<file path="config.mk">
export PLATFORM = sky130hd
export DESIGN_NAME = addressed_frame_receiver_crc16_core
export DESIGN_NICKNAME = d
export VERILOG_FILES = /design/src/rtl/core/afr_pkg.sv /design/src/rtl/core/afr_framer.sv /design/src/rtl/core/afr_out_buf.sv /design/src/rtl/core/addressed_frame_receiver_crc16_core.sv
export SDC_FILE = /design/constraint.sdc
export NUM_CORES = 1
export LEC_CHECK = 0
export BUFFER_PORTS_ARGS = -buffer_cell sky130_fd_sc_hd__buf_2
export CAP_MARGIN = 20
export CELL_PAD_IN_SITES_DETAIL_PLACEMENT = 1
export CELL_PAD_IN_SITES_GLOBAL_PLACEMENT = 2
export CORE_ASPECT_RATIO = 1.4
export CORE_UTILIZATION = 39
export CTS_CLUSTER_SIZE = 25
export DETAILED_ROUTE_END_ITERATION = 6
export PLACE_DENSITY_LB_ADDON = 0.1
export SLEW_MARGIN = 20
export SYNTH_ARGS = -nofsm -noshare
export SYNTH_HDL_FRONTEND = slang
export SYNTH_HIERARCHICAL = 1
export SYNTH_SLANG_ARGS = --single-unit
</file>
<file path="constraint.sdc">
create_clock -name clock -period 3.5 [get_ports clock]
set_clock_uncertainty 0.05 [all_clocks]
set_input_delay 0.175 -clock clock [delete_from_list [all_inputs] [get_ports clock]]
set_output_delay 0.175 -clock clock [all_outputs]
set_load 0.02 [all_outputs]
</file>
<file path="src/rtl/core/afr_pkg.sv">
// shared types, constants and crc helper for the addressed frame receiver
package afr_pkg;

   localparam int unsigned BYTE_W = 8;
   localparam int unsigned POS_OUT_W = 6;
   localparam int unsigned CRC_W = 16;

   localparam logic [BYTE_W-1:0] BROADCAST_ADDR = 8'hFF;
   localparam logic [BYTE_W-1:0] ADDR_RESET = 8'h6A;
   localparam logic [CRC_W-1:0] CRC_INIT = 16'hFFFF;
   localparam logic [CRC_W-1:0] CRC_POLY = 16'hA001;

   typedef struct packed {
      logic [BYTE_W-1:0]    frame_byte;
      logic [POS_OUT_W-1:0] byte_position;
      logic                 frame_end;
      logic                 crc_ok;
   } rsp_type;

   // one byte of crc-16/modbus, lsb first
   function automatic logic [CRC_W-1:0] crc16_byte(input logic [CRC_W-1:0] crc,
                                                   input logic [BYTE_W-1:0] data);
      logic [CRC_W-1:0] c;
      c = crc ^ {8'h00, data};
      for (int k = 0; k < BYTE_W; k++) begin
         if (c[0]) begin
            c = (c >> 1) ^ CRC_POLY;
         end else begin
            c = c >> 1;
         end
      end
      return c;
   endfunction

endpackage

</file>
<file path="src/rtl/core/afr_framer.sv">
// frame state tracking, crc update and result generation for one received byte
module afr_framer #(
   parameter int unsigned BUFFER_BYTES = 64
) (
   input  logic                   clock,
   input  logic                   reset,
   input  logic                   byte_accept,
   input  logic [7:0]             rx_byte,
   input  logic                   csr_wr_en,
   input  logic [7:0]             csr_wr_data,
   output logic                   push,
   output afr_pkg::rsp_type       push_data
);
   import afr_pkg::*;

   localparam int unsigned POS_W = $clog2(BUFFER_BYTES);
   localparam logic [POS_W-1:0] LAST_POS = POS_W'(BUFFER_BYTES - 1);
   localparam logic [POS_W-1:0] POS_START = '0;
   localparam logic [POS_W-1:0] POS_LENGTH = POS_W'(1);

   logic [POS_W-1:0]  pos_ff, pos_in;
   logic [BYTE_W-1:0] remaining_ff, remaining_in;
   logic [BYTE_W-1:0] len_ff, len_in;
   logic [CRC_W-1:0]  crc_ff, crc_in;
   logic              high_ff, high_in;
   logic [BYTE_W-1:0] own_addr_ff;

   logic [BYTE_W-1:0] pos_ext;
   logic [CRC_W-1:0]  crc_upd;
   logic              emit;
   logic              frame_end;
   logic              crc_ok;

   assign pos_ext = BYTE_W'(pos_ff);
   assign crc_upd = crc16_byte((pos_ff == POS_START) ? CRC_INIT : crc_ff, rx_byte);

   always_comb begin
      pos_in       = pos_ff;
      remaining_in = remaining_ff;
      len_in       = len_ff;
      crc_in       = crc_ff;
      high_in      = high_ff;
      emit         = 1'b1;
      frame_end    = 1'b0;
      crc_ok       = 1'b0;
      if (pos_ff == POS_START) begin
         // hunting for own or broadcast address
         emit = (rx_byte == own_addr_ff) || (rx_byte == BROADCAST_ADDR);
         if (emit) begin
            crc_in  = crc_upd;
            high_in = 1'b0;
            pos_in  = POS_LENGTH;
         end
      end else if (pos_ff == POS_LENGTH) begin
         len_in       = rx_byte;
         remaining_in = rx_byte;
         high_in      = 1'b0;
         if (rx_byte > 8'd1) begin
            crc_in = crc_upd;
         end else if (rx_byte == 8'd1) begin
            high_in = (rx_byte == crc_ff[15:8]);
         end
         pos_in = POS_W'(2);
      end else begin
         if (pos_ext < len_ff) begin
            crc_in = crc_upd;
         end else if (pos_ext == len_ff) begin
            high_in = (rx_byte == crc_ff[15:8]);
         end
         remaining_in = remaining_ff - 8'd1;
         if (remaining_in == '0) begin
            frame_end = 1'b1;
            crc_ok    = high_in && (rx_byte == crc_in[7:0]);
            pos_in    = POS_START;
         end else if (pos_ff == LAST_POS) begin
            // buffer full: drop the frame and hunt again
            pos_in = POS_START;
         end else begin
            pos_in = pos_ff + POS_W'(1);
         end
      end
   end

   assign push                    = byte_accept && emit;
   assign push_data.frame_byte    = rx_byte;
   assign push_data.byte_position = pos_ext[POS_OUT_W-1:0];
   assign push_data.frame_end     = frame_end;
   assign push_data.crc_ok        = crc_ok;

   always_ff @(posedge clock) begin
      if (reset) begin
         pos_ff       <= POS_START;
         remaining_ff <= '0;
         len_ff       <= '0;
         crc_ff       <= CRC_INIT;
         high_ff      <= 1'b0;
      end else if (byte_accept) begin
         pos_ff       <= pos_in;
         remaining_ff <= remaining_in;
         len_ff       <= len_in;
         crc_ff       <= crc_in;
         high_ff      <= high_in;
      end
   end

   always_ff @(posedge clock) begin
      if (reset) begin
         own_addr_ff <= ADDR_RESET;
      end else if (csr_wr_en) begin
         own_addr_ff <= csr_wr_data;
      end
   end

   // a completed frame always returns to hunting
   a_end_hunts: assert property (@(posedge clock) disable iff (reset)
      (push && push_data.frame_end) |=> (pos_ff == POS_START))
      else $error("frame end did not return to hunting");

   // every byte taken while hunting either starts a frame or is dropped silently
   a_hunt_start: assert property (@(posedge clock) disable iff (reset)
      (byte_accept && pos_ff == POS_START && !push) |=> (pos_ff == POS_START))
      else $error("non-address byte left hunting state");

endmodule

</file>
<file path="src/rtl/core/afr_out_buf.sv">
// two-entry result buffer (output register plus skid stage)
module afr_out_buf (
   input  logic             clock,
   input  logic             reset,
   input  logic             push,
   input  afr_pkg::rsp_type push_data,
   output logic             push_ready,
   output logic             out_valid,
   input  logic             out_ready,
   output afr_pkg::rsp_type out_data
);
   import afr_pkg::*;

   logic    main_valid_ff, main_valid_in;
   logic    skid_valid_ff, skid_valid_in;
   rsp_type main_ff, main_in;
   rsp_type skid_ff, skid_in;
   logic    pop;

   assign pop        = main_valid_ff && out_ready;
   assign push_ready = !skid_valid_ff;
   assign out_valid  = main_valid_ff;
   assign out_data   = main_ff;

   always_comb begin
      main_valid_in = main_valid_ff;
      skid_valid_in = skid_valid_ff;
      main_in       = main_ff;
      skid_in       = skid_ff;
      if (pop) begin
         if (skid_valid_ff) begin
            main_in       = skid_ff;
            main_valid_in = 1'b1;
            skid_valid_in = 1'b0;
         end else begin
            main_valid_in = push;
            main_in       = push_data;
         end
      end else if (push) begin
         if (!main_valid_ff) begin
            main_valid_in = 1'b1;
            main_in       = push_data;
         end else begin
            skid_valid_in = 1'b1;
            skid_in       = push_data;
         end
      end
   end

   always_ff @(posedge clock) begin
      if (reset) begin
         main_valid_ff <= 1'b0;
         skid_valid_ff <= 1'b0;
      end else begin
         main_valid_ff <= main_valid_in;
         skid_valid_ff <= skid_valid_in;
      end
      main_ff <= main_in;
      skid_ff <= skid_in;
   end

   // skid entry is only used behind a full output register
   a_skid_order: assert property (@(posedge clock) disable iff (reset)
      skid_valid_ff |-> main_valid_ff)
      else $error("skid holds an item while output register is empty");

   // a push into a stalled full register lands in the skid stage
   a_skid_fill: assert property (@(posedge clock) disable iff (reset)
      (push && main_valid_ff && !out_ready) |=> skid_valid_ff)
      else $error("item lost on stalled output");

   // no push is taken while both entries are full
   a_no_overflow: assert property (@(posedge clock) disable iff (reset)
      skid_valid_ff |-> !push)
      else $error("push while buffer full");

endmodule

</file>
<file path="src/rtl/core/addressed_frame_receiver_crc16_core.sv">
// top level of the addressed frame receiver with crc-16/modbus check
//
// usage:
//  - req channel: one received serial byte per item (req_rx_byte), valid/ready
//  - rsp channel: one result item per frame byte; bytes outside a frame give
//    no item. each item carries the byte, its position (low 6 bits), a
//    frame_end flag on the last crc byte and crc_ok on that same item
//  - csr port: csr_wr_en writes csr_wr_data into the own address register;
//    write only while no item is in flight
//  - a frame is start byte (own address or 0xff), length L, then L bytes;
//    the crc covers positions 0..L-1, positions L and L+1 carry crc high, low
//  - result path: a result item is registered in the result buffer before it is visible on rsp
//  - throughput: one byte per cycle while req_ready is high; the framer and
//    byte-wide crc update sit in a single stage in front of the result register
//  - stall: a two-entry result buffer absorbs one item while rsp_ready is low;
//    req_ready drops only when both entries are full
//  - reset: hunting for a start byte, crc at 0xffff, own address 0x6a,
//    result buffer empty
module addressed_frame_receiver_crc16_core #(
   parameter int unsigned BUFFER_BYTES = 64
) (
   input  logic       clock,
   input  logic       reset,
   input  logic       req_valid,
   output logic       req_ready,
   input  logic [7:0] req_rx_byte,
   output logic       rsp_valid,
   input  logic       rsp_ready,
   output logic [7:0] rsp_frame_byte,
   output logic [5:0] rsp_byte_position,
   output logic       rsp_frame_end,
   output logic       rsp_crc_ok,
   input  logic       csr_wr_en,
   input  logic [7:0] csr_wr_data
);
   import afr_pkg::*;

   logic    byte_accept;
   logic    push;
   logic    push_ready;
   rsp_type push_data;
   rsp_type out_data;

   assign req_ready   = push_ready;
   assign byte_accept = req_valid && push_ready;

   // frame tracking and crc, updated once per accepted byte
   afr_framer #(
      .BUFFER_BYTES(BUFFER_BYTES)
   ) u_framer (
      .clock       (clock),
      .reset       (reset),
      .byte_accept (byte_accept),
      .rx_byte     (req_rx_byte),
      .csr_wr_en   (csr_wr_en),
      .csr_wr_data (csr_wr_data),
      .push        (push),
      .push_data   (push_data)
   );

   // result register with skid stage
   afr_out_buf u_out_buf (
      .clock      (clock),
      .reset      (reset),
      .push       (push),
      .push_data  (push_data),
      .push_ready (push_ready),
      .out_valid  (rsp_valid),
      .out_ready  (rsp_ready),
      .out_data   (out_data)
   );

   assign rsp_frame_byte    = out_data.frame_byte;
   assign rsp_byte_position = out_data.byte_position;
   assign rsp_frame_end     = out_data.frame_end;
   assign rsp_crc_ok        = out_data.crc_ok;

   // crc_ok is only ever reported together with frame end
   a_ok_on_end: assert property (@(posedge clock) disable iff (reset)
      (rsp_valid && rsp_crc_ok) |-> rsp_frame_end)
      else $error("crc_ok without frame end");

endmodule
</file>
# Yosys cells after proc, flatten, opt, wreduce, memory -nomap -nowiden
# Cells that the tools add are included.
classes:
  n_reduce_logical: 19
  addsub: 2
  order_cmp: 2
  eq_ne: 11
  mux: 45
  bitwise: 11
ops:
  columns: ["operator", "n"]
  rows:
  - ["16-bit 2-to-1 mux", 20]
  - ["6-bit 2-to-1 mux", 5]
  - ["8-bit equality test", 3]
  - ["2-bit inverter with 3-bit output", 8]
  - ["1-bit 2-to-1 mux", 19]
  - ["16-bit by 8-bit bitwise XOR with 16-bit output", 1]
  - ["3-bit AND reduction", 3]
  - ["6-bit by 8-bit equality test with 1-bit output", 1]
  - ["8-bit by 1-bit equality test with 1-bit output, second input constant", 1]
  - ["8-bit equality test, second input constant", 1]
  - ["8-bit by 1-bit > comparator with 1-bit output, second input constant", 1]
  - ["8-bit zero test", 1]
  - ["6-bit by 8-bit less-than comparator with 1-bit output", 1]
  - ["8-bit 2-to-1 mux", 1]
  - ["2-bit AND reduction", 4]
  - ["8-bit by 1-bit subtractor with 8-bit output, second input constant", 1]
  - ["6-bit by 1-bit adder with 6-bit output, second input constant", 1]
  - ["6-bit by 1-bit equality test with 1-bit output, second input constant", 1]
  - ["6-bit equality test, second input constant", 1]
  - ["6-bit zero test", 1]
  - ["1-bit logical AND", 4]
  - ["2-bit != test, second input constant", 2]
  - ["4-bit AND reduction", 1]
  - ["3-bit by 2-bit != test with 1-bit output, second input constant", 1]
  - ["other kinds (6)", 7]
word_totals:
  regBits: 81
  inputBits: 21
  out_inout_bits: 18
  wordCells: 107

# Longest topological paths before layout
logic_depth:
  ltp_word: 30
  ltp_mapped: 13
  mapped_depth_nobuf: 10

# Hierarchy
# The synthesis kept the hierarchy.
modules_own_cells:
  columns: ["mod", "area_each_um2", "seq_area_each_um2", "cells_per_inst", "instances"]
  rows:
  - ["afr_framer", 3249.4, 940.9, 399, 1]
  - ["afr_out_buf", 1293.7, 1001.0, 60, 1]
  - ["addressed_frame_receiver_crc16_core", 6.3, 0.0, 1, 1]

# Worst setup path after synthesis
# Ideal clock, no wire load.
synth_timing:
  path_type: "reg-to-reg"
  start: "register u_framer.pos_ff[5]"
  end: "register u_out_buf.main_ff (netlist bit u_out_buf/out_data[0]) (data pin)"
  path_stages_with_launch: 11
  path_buffers: 2
  setup_slack_ps: 863
  synth_period_minus_slack_ps: 2637
  arrival_ps: 2327
  required_time_ps: 3190
  setup_ps: 260
  cell_sequence: "dfxtp_1 -> nor4_4 -> and2_1 -> clkbuf_1 -> nor2_1 -> nor4b_1 -> a221o_1 -> o2111ai_1 -> a2111oi_2 -> buf_4 -> mux2_2"
synth_rtl:
  columns: ["item", "line", "rtl"]
  rows:
  - ["start: declaration", "afr_framer.sv:21", "logic [POS_W-1:0] pos_ff, pos_in;"]
  - ["start signal: assignment", "afr_framer.sv:98", "pos_ff <= pos_in;"]
  - ["end signal: assignment", "afr_out_buf.sv:58", "main_ff <= main_in;"]
  - ["end: declaration", "afr_out_buf.sv:16", "rsp_type main_ff, main_in;"]

==> out/results.ini <==
[sta]
relSlewSlack_pct=54.88
finalCritPeriodShare_pct=84.94
finalHoldViolCount=0
maxSlewViolCount=0
rsz0062_at_grt=false
fin_tns_setup_ns=0
worstMarginPinSlew_ns=0.6760
min_period_ns=2.973
fmax_ghz=0.3364
setup_viol=0
hold_ws_ns=0.01019

[global_route]
grt_antenna_before_repair=0
grt_pass1_vias=3561
grt.overflow.total=0
grt_pass1_wl_mm=19.09
gr-usage-all-layers_pct=20.92
grt_max_degree=31

[synth]
synthFlopType=dfxtp_1
synth_edf_count=32
synthCells=460
yosys_warnings=6
synthArstFlopShare_pct=0
postSynthAreaPerCell_sq_um=9.890
synth_seq_cells=81
synth_cell_types=64
synth-seq-area-share_pct=42.68
syn-num-nets=492
syn-cell-area_sq_mm=0.004549

[cells_and_area]
antenna_cells=0
layout-drive-gt1-share_pct=18.79
area.growth.synth_to_final_pct=13.12
finish.utilization_pct=45.39
ff_latch_area_sq_mm=0.001942
finalNetCount=522
multi_input_area_sq_mm=0.002354
fill_cells=1295

[setup_path]
endpoint=u_out_buf/out_data[0]$_DFFE_PP_
cp_slowest_stage_delay_ns=0.52
crit_path_start_kind=register
crit_family=compound AO/OA/AOI/OAI gates
arrival_ns=3.13
critPathBufInv=0
cp.depth=9
ff2ff_path_depth=9
path_cells=ha_1 -> a211oi_1 -> nor4_1 -> a21o_1 -> nor2_1 -> mux2i_1 -> nand3b_1 -> a2111oi_2 -> mux2_2
critPathCaptureType=register
worstReg2RegStart=u_framer/pos_ff[4]$_SDFFE_PP0P_
cp_slowest_cell=a21o_1
r2r_end=u_out_buf/out_data[0]$_DFFE_PP_
reg2reg_setup_slack_ns=0.53
crit_fanout=19
crit_start=u_framer/pos_ff[4]$_SDFFE_PP0P_
required_ns=3.66
crit_type=register to register

[clock_network]
clock_path_buffers=2
htreeDepth=3
cts_buffers=9
root_buffer=clkbuf_16
tritoncts=yes
clkLatencyLatePin_ns=0.34
cts_sinks=81
cts.clk_slew.worst_paths_ns=0.06

[outcome]
status=complete, no violations

[routing]
drt_iter0_drc=90
wl_per_cell_um=18.43
avgViaCountPerCell=5.355
route.met3.wl_um=336
via_count=3422
antenna_left=0
wl_met1_mm=5.356
drc=0
top_layer_used=met4
route.met2.wl_mm=5.903
firstDrtPassIters=4
routed_wl_mm=11.78

[placement]
routabilityCongestion=0.8330
io_buffers=38
hpwl_mm=8.540

[floorplanning]
die_area_sq_mm=0.01211
die-width_um=93.28
start_util_pct=40.12
core_area_sq_mm=0.01134
die_y_um=129.8
rows=46
io_pins=39

[worst_hold_path]
min_path_type=primary input to register

[pwr]
cellPowerDensity_mw_per_mm2=417.9
power.leakage_nw=2.047
ir_worst_vdd_v=0.0002878

[run]
maxCapViolCount=0

==> metal layers <==
layer	vias to the layer above	global-route usage, %
li1	1672	-
met1	1685	26.30
met2	52	36.42
met3	13	3.438
met4	0	6.878
met5	-	0
==> tightest hold or removal path, delay by kind of cell <==
family	cells	cell delay, ns
simple gates	1	0.06
buf+inv	1	0.08
mux	1	0.06
==> sequential cells by signal, summed over array words and instances, names as in the netlist <==
signal,count
u_framer/crc_ff,16
u_framer/high_ff,1
u_framer/len_ff,8
u_framer/own_addr_ff,8
u_framer/pos_ff,6
u_framer/remaining_ff,8
u_out_buf/out_data,16
u_out_buf/out_valid,1
u_out_buf/skid_ff,16
u_out_buf/skid_valid_ff,1
==> Yosys cell counts, types with 2 or more instances <==
cell type	number	area, sq um
nand2b_1	2	12.51
buf_4	13	97.59
xnor3_1	2	45.04
and2_1	4	25.02
and3_1	4	25.02
nor3_1	9	45.04
nor4b_1	2	17.52
nor2_1	31	116.4
and2_0	2	12.51
a211oi_1	2	15.01
o211ai_1	14	105.1
nor3b_1	3	22.52
a221oi_1	2	17.52
nand3_1	3	15.01
xor2_1	8	70.07
dfxtp_1	49	980.9
a21oi_1	32	160.2
edfxtp_1	32	960.9
mux2_2	8	90.09
o21ai_0	13	65.06
mux2i_1	14	140.1
nand3b_1	4	30.03
nand4_1	7	43.79
buf_2	5	25.02
nor4_1	4	25.02
nand2_1	61	229.0
ha_1	11	137.6
inv_1	17	63.81
clkbuf_1	14	52.55
o31ai_1	3	22.52
xnor2_1	42	367.9
mux2_4	10	150.1
or3_1	2	12.51
==> through the flow <==
step | instances | worst slack, ns | area, sq um | power [mW]
3_5_place_dp | 620 | 0.5211 | 4820 | 1.218
6_report | 639 | 0.5272 | 5146 | 2.150
3_3_place_gp | 620 | 0.6116 | 4820 | 1.216
5_1_grt | 639 | 0.3333 | 5146 | 2.228
2_1_floorplan | 460 | 0.8630 | 4549 | 1.169
4_1_cts | 639 | 0.5069 | 5146 | 2.177
==> final cells by class <==
type	count	area share [%]
flip-flops and latches	81	37.73
clock inverters	6	1.313
multi-input cells	328	45.73
well taps	144	3.501
inverters	17	1.240
repair buffers	53	6.030
clock buffers	10	4.449
==> worst min-delay path by stage <==
stage               cells past startpoint      startpoint                                    to
finish                                  3  csr_wr_data[5]  u_framer/own_addr_ff[5]$_SDFFE_PP1P_
global route                            3  csr_wr_data[5]  u_framer/own_addr_ff[5]$_SDFFE_PP1P_
CTS                                     3  csr_wr_data[5]  u_framer/own_addr_ff[5]$_SDFFE_PP1P_
detailed placement                      3  csr_wr_data[3]  u_framer/own_addr_ff[3]$_SDFFE_PP1P_
global placement                        3  csr_wr_data[1]  u_framer/own_addr_ff[1]$_SDFFE_PP1P_
floorplan                               1           reset      u_out_buf/out_valid$_SDFFE_PP0P_
==> power by group <==
group | internal (mW) | leakage [nW] | switching [mW]
Combinational | 0.0930 | 1.23 | 0.109
Clock | 0.556 | 0.141 | 0.396
Sequential | 0.987 | 0.681 | 0.00905
==> layout by cell type, fill, tap and decap left out, types with 3 or more instances in the layout <==
cell and n:
a21oi_1 32, and2_1 4, and3_1 4, buf_2 38, buf_4 12, clkbuf_16 9
dfxtp_1 49, dlygate4sd3_1 3, edfxtp_1 32, ha_1 11, inv_1 17, mux2_2 8
mux2_4 10, mux2i_1 14, nand2_1 61, nand3_1 3, nand3b_1 4, nand4_1 7
nor2_1 31, nor3_1 9, nor3b_1 3, nor4_1 4, o211ai_1 14, o21ai_0 13
o31ai_1 3, xnor2_1 42, xor2_1 8
==> cell families after synthesis <==
group,synth area share (%)
AO/OA/AOI/OAI,11.74
XOR/XNOR,12.98
adder cells (fa/ha/maj),3.025
buffers and inverters,5.583
flip-flops,42.68
multiplexers,8.361
AND/OR/NAND/NOR,15.62
==> timing repair <==
item | CTS | global route
setup buffers | 0 | 0
resized for setup | 0 | 0
endpoints found under the hold margin | 3 | 0
hold buffers | 3 | 0
(Power assumes the default switching activity.)
